## config.mk

```make
export PLATFORM = sky130hd
export DESIGN_NAME = arq_retransmit_tracker
export DESIGN_NICKNAME = d
export VERILOG_FILES = /design/src/design/arq_pkg.sv /design/src/design/arq_cell.sv /design/src/design/arq_retransmit_tracker.sv
export SDC_FILE = /design/constraint.sdc
export NUM_CORES = 2
export LEC_CHECK = 0
export BUFFER_PORTS_ARGS = -buffer_cell sky130_fd_sc_hd__buf_4
export CAP_MARGIN = 15
export CORE_MARGIN = 2
export CORE_UTILIZATION = 40
export CTS_CLUSTER_DIAMETER = 50
export DETAILED_ROUTE_END_ITERATION = 7
export PLACE_DENSITY = 0.62
export RECOVER_POWER = 25
export SYNTH_ARGS = -nofsm -noshare
export SYNTH_HDL_FRONTEND = slang
export SYNTH_HIERARCHICAL = 1
export SYNTH_SLANG_ARGS = --single-unit
```

## constraint.sdc

```tcl
create_clock -name clock -period 8.9 [get_ports clock]
set_clock_uncertainty 0.2 [all_clocks]
set_input_delay 0 -clock clock [delete_from_list [all_inputs] [get_ports clock]]
set_output_delay 0 -clock clock [all_outputs]
set_load 0.01 [all_outputs]
```

## src/design/arq_pkg.sv

```systemverilog
`timescale 1ns / 1ps

package arq_pkg;

   localparam int ID_COUNT = 64;
   localparam int IDX_W    = (ID_COUNT > 1) ? $clog2(ID_COUNT) : 1;
   localparam int ID_W     = 6;
   localparam int TIME_W   = 32;
   localparam int CNT_W    = 32;
   localparam int TMO_W    = 8;
   localparam int ACT_W    = 3;

   localparam logic [1:0] MODE_SEND = 2'd0;
   localparam logic [1:0] MODE_ACK  = 2'd1;
   localparam logic [1:0] MODE_RECV = 2'd2;
   localparam logic [1:0] MODE_TICK = 2'd3;

   localparam logic [ACT_W-1:0] ACT_TX      = 3'd0;
   localparam logic [ACT_W-1:0] ACT_RETX    = 3'd1;
   localparam logic [ACT_W-1:0] ACT_ACK     = 3'd2;
   localparam logic [ACT_W-1:0] ACT_DELIVER = 3'd3;
   localparam logic [ACT_W-1:0] ACT_FULL    = 3'd4;

   localparam logic [TMO_W-1:0] TIMEOUT_RESET = 8'd2;

   typedef enum logic [1:0] {
      ST_IDLE,
      ST_ACK2,
      ST_SCAN,
      ST_FLUSH
   } state_type;

   // One id's slot in the chain.
   typedef struct packed {
      logic              pending;
      logic              seen;
      logic [TIME_W-1:0] stamp;
   } entry_type;

   // Per-cell control from the sequencer.
   typedef struct packed {
      logic shift;
      logic set_pend;
      logic clr_pend;
      logic set_seen;
   } cell_cmd_type;

   function automatic logic [CNT_W-1:0] sat_inc(input logic [CNT_W-1:0] v);
      sat_inc = (v == '1) ? v : v + CNT_W'(1);
   endfunction

endpackage

```

## src/design/arq_cell.sv

```systemverilog
`timescale 1ns / 1ps

module arq_cell (
   input  logic                    clock,
   input  logic                    reset,
   input  arq_pkg::cell_cmd_type   cmd,
   input  logic [31:0]             stamp_in,
   input  arq_pkg::entry_type      from_next,
   output arq_pkg::entry_type      entry_out
);
   import arq_pkg::*;

   entry_type entry_ff;
   entry_type entry_in;

   // Shift takes the neighbor's word; otherwise apply the local writes.
   always_comb begin
      entry_in = entry_ff;
      if (cmd.shift) begin
         entry_in = from_next;
      end else begin
         if (cmd.set_pend) begin
            entry_in.pending = 1'b1;
            entry_in.stamp   = stamp_in;
         end
         if (cmd.clr_pend) begin
            entry_in.pending = 1'b0;
         end
         if (cmd.set_seen) begin
            entry_in.seen = 1'b1;
         end
      end
   end

   always_ff @(posedge clock) begin
      if (reset) begin
         entry_ff.pending <= 1'b0;
         entry_ff.seen    <= 1'b0;
      end else begin
         entry_ff.pending <= entry_in.pending;
         entry_ff.seen    <= entry_in.seen;
      end
      entry_ff.stamp <= entry_in.stamp;
   end

   assign entry_out = entry_ff;

endmodule

```

## src/design/arq_retransmit_tracker.sv

```systemverilog
`timescale 1ns / 1ps

// Send and app message results are registered and show the cycle after accept; an ack
//   writes its cell and gives no result. Send and ack accept a new word every cycle; a
//   fresh app message gives a deliver, then an ack, and stays busy until the ack; a tick
//   stays busy while the ring rotates one entry past the head cell per cycle, then flushes.
// Reset (synchronous, active high) clears all pending and seen bits, the id and count.
// The receiver cannot stall: each result strobes rsp_valid for exactly one cycle.

module arq_retransmit_tracker (
   input  logic                        clock,
   input  logic                        reset,
   // request word
   input  logic                        start,
   output logic                        busy,
   input  logic [1:0]                  req_mode,
   input  logic [arq_pkg::ID_W-1:0]    req_msg_id,
   input  logic [arq_pkg::TIME_W-1:0]  req_now_seconds,
   // result word
   output logic                        rsp_valid,
   output logic [arq_pkg::ACT_W-1:0]   rsp_action,
   output logic [arq_pkg::ID_W-1:0]    rsp_out_id,
   output logic [arq_pkg::CNT_W-1:0]   rsp_transmissions,
   output logic                        rsp_last,
   // timeout register
   input  logic                        csr_valid,
   output logic                        csr_ready,
   input  logic [arq_pkg::TMO_W-1:0]   csr_timeout_seconds
);
   import arq_pkg::*;

   state_type state_ff, state_in;

   logic [ID_W-1:0]   next_id_ff, next_id_in;
   logic [CNT_W-1:0]  count_ff, count_in;
   logic [TMO_W-1:0]  timeout_ff;
   logic [TIME_W-1:0] now_ff, now_in;
   logic [ID_W-1:0]   ack_id_ff, ack_id_in;
   logic [IDX_W-1:0]  scan_ff, scan_in;
   logic              held_valid_ff, held_valid_in;
   logic [ID_W-1:0]   held_id_ff, held_id_in;
   logic [CNT_W-1:0]  held_count_ff, held_count_in;

   logic              rsp_valid_ff, rsp_valid_in;
   logic [ACT_W-1:0]  rsp_action_ff, rsp_action_in;
   logic [ID_W-1:0]   rsp_out_id_ff, rsp_out_id_in;
   logic [CNT_W-1:0]  rsp_count_ff, rsp_count_in;
   logic              rsp_last_ff, rsp_last_in;

   // Cell chain: cell k holds entry k at rest; during a tick scan the ring
   // rotates toward cell 0, which is the head that gets evaluated.
   entry_type         entries [ID_COUNT];
   cell_cmd_type      cmds [ID_COUNT];
   logic [ID_COUNT-1:0] pend_vec;
   entry_type         head_next;

   logic              accept;
   logic              id_in_range;
   logic [IDX_W-1:0]  cur_idx;
   logic [IDX_W-1:0]  msg_idx;
   logic              do_send, do_ack, do_seen, do_shift;
   logic [TIME_W-1:0] head_age;
   logic              head_due;
   logic [CNT_W-1:0]  count_inc;

   assign accept      = start && !busy;
   assign busy        = (state_ff != ST_IDLE);
   assign csr_ready   = 1'b1;
   assign id_in_range = ({1'b0, req_msg_id} < 7'(ID_COUNT));
   assign cur_idx     = next_id_ff[IDX_W-1:0];
   assign msg_idx     = req_msg_id[IDX_W-1:0];
   assign count_inc   = sat_inc(count_ff);

   // Head cell check: wrapping age against the timeout.
   assign head_age = now_ff - entries[0].stamp;
   assign head_due = entries[0].pending &&
                     ((head_age[TIME_W-1:TMO_W] != '0) || (head_age[TMO_W-1:0] >= timeout_ff));

   always_comb begin
      head_next = entries[0];
      if (head_due) begin
         head_next.stamp = now_ff;
      end
   end

   // Local write strobes are valid only at an accepted request; the shift strobe runs during the scan.
   assign do_send  = accept && (req_mode == MODE_SEND) && !pend_vec[cur_idx];
   assign do_ack   = accept && (req_mode == MODE_ACK) && id_in_range;
   assign do_seen  = accept && (req_mode == MODE_RECV) && id_in_range && !entries[msg_idx].seen;
   assign do_shift = (state_ff == ST_SCAN);

   genvar gi;
   generate
      for (gi = 0; gi < ID_COUNT; gi++) begin : g_cell
         assign pend_vec[gi]      = entries[gi].pending;
         assign cmds[gi].shift    = do_shift;
         assign cmds[gi].set_pend = do_send && (cur_idx == IDX_W'(gi));
         assign cmds[gi].clr_pend = do_ack && (msg_idx == IDX_W'(gi));
         assign cmds[gi].set_seen = do_seen && (msg_idx == IDX_W'(gi));

         if (gi == ID_COUNT - 1) begin : g_tail
            // Close the ring: the head, re-stamped if due, goes to the tail.
            arq_cell u_cell (
               .clock     (clock),
               .reset     (reset),
               .cmd       (cmds[gi]),
               .stamp_in  (req_now_seconds),
               .from_next (head_next),
               .entry_out (entries[gi])
            );
         end else begin : g_body
            arq_cell u_cell (
               .clock     (clock),
               .reset     (reset),
               .cmd       (cmds[gi]),
               .stamp_in  (req_now_seconds),
               .from_next (entries[gi+1]),
               .entry_out (entries[gi])
            );
         end
      end
   endgenerate

   // Next state.
   always_comb begin
      state_in = state_ff;
      case (state_ff)
         ST_IDLE: begin
            if (accept) begin
               if (req_mode == MODE_TICK) begin
                  state_in = ST_SCAN;
               end else if (do_seen) begin
                  state_in = ST_ACK2;
               end
            end
         end
         ST_ACK2: begin
            state_in = ST_IDLE;
         end
         ST_SCAN: begin
            if (scan_ff == IDX_W'(ID_COUNT - 1)) begin
               state_in = ST_FLUSH;
            end
         end
         ST_FLUSH: begin
            state_in = ST_IDLE;
         end
         default: begin
            state_in = ST_IDLE;
         end
      endcase
   end

   // Datapath and result word.
   always_comb begin
      next_id_in    = next_id_ff;
      count_in      = count_ff;
      now_in        = now_ff;
      ack_id_in     = ack_id_ff;
      scan_in       = scan_ff;
      held_valid_in = held_valid_ff;
      held_id_in    = held_id_ff;
      held_count_in = held_count_ff;
      rsp_valid_in  = 1'b0;
      rsp_action_in = rsp_action_ff;
      rsp_out_id_in = rsp_out_id_ff;
      rsp_count_in  = rsp_count_ff;
      rsp_last_in   = 1'b0;
      case (state_ff)
         ST_IDLE: begin
            if (accept) begin
               case (req_mode)
                  MODE_SEND: begin
                     rsp_valid_in  = 1'b1;
                     rsp_last_in   = 1'b1;
                     rsp_out_id_in = next_id_ff;
                     if (do_send) begin
                        count_in      = count_inc;
                        rsp_action_in = ACT_TX;
                        rsp_count_in  = count_inc;
                        next_id_in    = (cur_idx == IDX_W'(ID_COUNT - 1)) ? '0
                                        : next_id_ff + ID_W'(1);
                     end else begin
                        rsp_action_in = ACT_FULL;
                        rsp_count_in  = count_ff;
                     end
                  end
                  MODE_RECV: begin
                     rsp_valid_in  = 1'b1;
                     rsp_out_id_in = req_msg_id;
                     rsp_count_in  = count_ff;
                     ack_id_in     = req_msg_id;
                     if (do_seen) begin
                        rsp_action_in = ACT_DELIVER;
                     end else begin
                        rsp_action_in = ACT_ACK;
                        rsp_last_in   = 1'b1;
                     end
                  end
                  MODE_TICK: begin
                     now_in        = req_now_seconds;
                     scan_in       = '0;
                     held_valid_in = 1'b0;
                  end
                  default: begin
                     // ack: cell write only, no result
                  end
               endcase
            end
         end
         ST_ACK2: begin
            rsp_valid_in  = 1'b1;
            rsp_last_in   = 1'b1;
            rsp_action_in = ACT_ACK;
            rsp_out_id_in = ack_id_ff;
            rsp_count_in  = count_ff;
         end
         ST_SCAN: begin
            scan_in = scan_ff + IDX_W'(1);
            if (head_due) begin
               // Release the previous retransmit; the new one waits to learn if it is last.
               if (held_valid_ff) begin
                  rsp_valid_in  = 1'b1;
                  rsp_action_in = ACT_RETX;
                  rsp_out_id_in = held_id_ff;
                  rsp_count_in  = held_count_ff;
               end
               count_in      = count_inc;
               held_valid_in = 1'b1;
               held_id_in    = ID_W'(scan_ff);
               held_count_in = count_inc;
            end
         end
         ST_FLUSH: begin
            if (held_valid_ff) begin
               rsp_valid_in  = 1'b1;
               rsp_last_in   = 1'b1;
               rsp_action_in = ACT_RETX;
               rsp_out_id_in = held_id_ff;
               rsp_count_in  = held_count_ff;
            end
            held_valid_in = 1'b0;
         end
         default: begin
         end
      endcase
   end

   always_ff @(posedge clock) begin
      if (reset) begin
         state_ff      <= ST_IDLE;
         next_id_ff    <= '0;
         count_ff      <= '0;
         timeout_ff    <= TIMEOUT_RESET;
         held_valid_ff <= 1'b0;
         rsp_valid_ff  <= 1'b0;
         rsp_last_ff   <= 1'b0;
         scan_ff       <= '0;
      end else begin
         state_ff      <= state_in;
         next_id_ff    <= next_id_in;
         count_ff      <= count_in;
         held_valid_ff <= held_valid_in;
         rsp_valid_ff  <= rsp_valid_in;
         rsp_last_ff   <= rsp_last_in;
         scan_ff       <= scan_in;
         if (csr_valid && csr_ready) begin
            timeout_ff <= csr_timeout_seconds;
         end
      end
      now_ff        <= now_in;
      ack_id_ff     <= ack_id_in;
      held_id_ff    <= held_id_in;
      held_count_ff <= held_count_in;
      rsp_action_ff <= rsp_action_in;
      rsp_out_id_ff <= rsp_out_id_in;
      rsp_count_ff  <= rsp_count_in;
   end

   assign rsp_valid         = rsp_valid_ff;
   assign rsp_action        = rsp_action_ff;
   assign rsp_out_id        = rsp_out_id_ff;
   assign rsp_transmissions = rsp_count_ff;
   assign rsp_last          = rsp_last_ff;

endmodule

```

==> summary.txt <==
Worst hold margin - 264 ps
Placeable core area - 280,000 µm²
Source of the worst hold timing path - g_cell[16].g_body.u_cell/entry_out[33]
Number of violations reported at the end of detailed-routing iteration 0 - 5,142
Synthesized netlist cell count - 6,446
Final instance count without filler cells - 10,600
Number of optimization iterations in the first detailed-route pass - 8
Worst slack at placement - 2500 ps
Buffers plus inverters on the worst setup path - 2
Hold-critical path depth - 2
Wire length of the first global-routing pass - 380 mm
CP dominant cell by count - mux4_2
Maximum buffer depth of the clock tree - 4
Slew at the pin closest to its max-slew limit - 4500 ps
Wire length on met2 - 112 mm
Hold Path Class - flop to flop
Insertion delay to the later sink of the worst-skew pair - 870 ps
Maximum achievable frequency - 135 MHz
Floorplan die height - 535 µm
Worst Setup Start Kind - flop
Static leakage power - 0.0415 µW
Number of port buffers - 95
Capturing point of the worst reg2reg path - g_cell[47].g_body.u_cell/entry_out[15]
Kind of end point of the critical path - flop
Most instantiated flip-flop cell in the synthesis netlist - edfxtp_1
Number of pins with negative max-slew slack in the final report - 2,969
Total count of hold-check failures in the final report - 0
Hold path endpoint - g_cell[15].g_body.u_cell/entry_out[33]
Met3 WL - 12.8 mm
Via density per instance - 5.31
Num ports - 97
Post-Place Cell Area - 114,000 µm²
Number of synthesized register bits - 2,350
Failing checks - capacitance limit, slew limit
Shortest period the worst path allows - 7410 ps
Chip Width - 535 µm
R2R cell count - 10
Fraction of layout instances using a drive strength above 1 - 30.8%
Detailed-placement wirelength estimate - 140 mm
Netlist area before placement - 113,000 µm²
Overall die area - 286,000 µm²
Number of antenna violations at the first check in global routing - 21
Worst slew margin relative to its limit - -200%
Maximum vdd ir drop - 0.163 mV
Unique cell type count in the Yosys netlist - 75
Worst setup slack for register-to-register paths - 1490 ps
Status - finished with violations
Post-route clock period utilization - 83.3%
Number of buffers inserted to repair setup after CTS - 0
PD cells - 222 nW/µm²
TritonCTS Buffers - 297
Residual antenna-violating net count after detailed routing - 0
Combined global-route utilization of all metal layers - 17.2%
RSZ-0062 raised after global routing - false
Worst Path Class, Setup - flop to flop
Sum of routed wire segments on met1 - 119 mm
Setup violations, final - 0
H-tree levels - 5
Overall overflow remaining after global route - 0
Largest net degree at the start of global routing - 187
Final weighted congestion in routability-driven placement - 0.838
Number of remaining DRC errors - 0
Nets in the synthesized netlist - 6,544
Fin nets - 6,722
Hold-fix buffers at CTS - 85
Number of clock sinks - 2,350
Largest stage delay on the critical path - 1330 ps
MaxCap Viol Count - 48
Uppermost layer routed - met5
Number of global-route vias before repair - 58,400
Synth Warn # - 6
Fin Setup TNS - 0 ps
Via total after detailed routing - 56,200
Highest fanout seen on the critical path - 38
Critical Path, Cell by Cell - clkbuf_1 > mux4_2 > mux4_2 > mux2_2 > a2111oi_0 > o21ai_4 > buf_4 > or3_1 > nor3b_1 > or2_2
Worst flop-to-flop path startpoint - cur_idx[0]
Proportion of synthesized chip area in sequential cells - 61.0%
Data arrival time of the critical path - 7650 ps
Total of cells resized after clock tree synthesis - 0
Count of placed standard cells including taps - 9,962
Final critical-path setup slack - 1490 ps
Starting Density - 40.3%
Post-synthesis area per instance - 17.5 µm²
Clock root buffer master - clkbuf_16
Area added between synthesis and finish - 8.26%
WL final - 250 mm
CP top delay family - simple AND/OR/NAND/NOR gates
CP max-delay cell - clkbuf_1
Clock slew at reported path FFs - 60 ps
Async S/R FF share, synth - 0%
Wire length per cell after detailed routing - 23.7 µm
Placement Rows - 194
Non-Filler Cell Area, Final - 122,000 µm²
Data required time at the worst endpoint - 9140 ps
TritonCTS clock tree - built
Post-synth EDFFs - 2,165
==> power breakdown <==
| part | leakage, µW | internal (µW) | switching, µW |
|---|---|---|---|
| logic | 0.0154 | 1150 | 1180 |
| registers | 0.0213 | 12600 | 138 |
| clock network | 0.00476 | 7270 | 4780 |
| total | 0.0415 | 21000 | 6100 |
==> through the flow <==
step | utilization, % | power (µW)
2_1_floorplan | - | 14800
3_3_place_gp | 40.7 | 15400
3_5_place_dp | 40.7 | 15400
4_1_cts | 44.6 | 27500
5_1_grt | 43.6 | 28000
6_report | 43.6 | 27100
==> worst reg2reg max path, delay by kind of cell (launching register included) <==
kind,cells,cell delay [ps]
and+or+nand+nor,3,2090
buffers and inverters,2,1650
muxes,3,1450
AOI/OAI and AO/OA,2,1240
DFF,1,300
==> state kept, by name, indices dropped and copies added (netlist names), 8 cells and up <==
name	flops
g_cell.g_tail.u_cell/entry_out	34
held_count_ff	32
count_ff	32
timeout_ff	8
rsp_transmissions	32
now_ff	32
g_cell.g_body.u_cell/entry_out	2142
==> kinds of logic (layout without fill, tap and decap cells) <==
kind of cell	after synthesis	count (layout)	synth area share, %
simple gates	1015	1015	4.19
flops	2350	2350	61.0
xor+xnor	82	82	0.637
mux	2161	2161	27.3
fa+ha+maj	46	46	0.517
other cells	1	5	0.00333
compound gates	382	382	2.07
buf+inv	409	819	4.31
==> Yosys cell counts, types with 16 or more instances <==
| library cell | count | share of area [%] |
|---|---|---|
| a21oi_1 | 130 | 0.58 |
| buf_12 | 128 | 2.3 |
| buf_6 | 65 | 0.65 |
| buf_8 | 64 | 0.85 |
| clkbuf_1 | 66 | 0.22 |
| dfxtp_1 | 185 | 3.3 |
| edfxtp_1 | 2165 | 58 |
| ha_1 | 45 | 0.50 |
| inv_1 | 58 | 0.19 |
| mux2_2 | 499 | 5.0 |
| mux2_4 | 1600 | 21 |
| mux4_2 | 41 | 0.82 |
| nand2_1 | 196 | 0.65 |
| nand3_1 | 37 | 0.16 |
| nand4_1 | 17 | 0.094 |
| nor2_1 | 382 | 1.3 |
| nor2b_1 | 106 | 0.59 |
| nor3_1 | 147 | 0.65 |
| o21ai_0 | 52 | 0.23 |
| o21ai_1 | 77 | 0.34 |
| o21ba_2 | 17 | 0.15 |
| or2_2 | 67 | 0.37 |
| xnor2_1 | 66 | 0.51 |
| xor2_1 | 16 | 0.12 |
==> metal layers <==
metal,GRT usage [%],vias up
met5,0,-
met4,4.66,4
met3,2.12,418
met2,26.4,1531
met1,25.5,29300
li1,-,25000
==> worst max-delay path by stage <==
stage	from	end	cells past startpoint
floorplan	g_cell[0].g_body.u_cell/entry_out[0]	rsp_action[0]	17
global placement	now_ff[16]	rsp_transmissions[4]	12
detailed placement	g_cell[0].g_body.u_cell/entry_out[0]	rsp_transmissions[8]	18
CTS	g_cell[0].g_body.u_cell/entry_out[0]	rsp_transmissions[23]	18
global route	cur_idx[0]	g_cell[47].g_body.u_cell/entry_out[15]	10
finish	cur_idx[0]	g_cell[47].g_body.u_cell/entry_out[15]	10
==> cells in the final DEF (no fill, tap or decap), types with 70 or more instances in the layout <==
master	n
edfxtp_1	2165
mux2_2	484
nor2_1	383
nor3_1	149
mux2_4	1003
nor2b_1	106
nand2_1	196
dlygate4sd3_1	85
a21oi_1	130
clkbuf_16	301
o21ai_1	70
mux2_1	622
dfxtp_1	185
clkbuf_1	139
==> layout make-up <==
type                    count  area (µm²)
diodes                      4        10.0
clock buffers             355        7820
clock inverters           176        2000
fillers                 24700      158000
inverters                  58         225
multi-input cells        3687       36900
flip-flops and latches   2350       68700
well taps                3724        4660
repair buffers            230        1710
No activity file was read; power rests on OpenSTA's default activity.
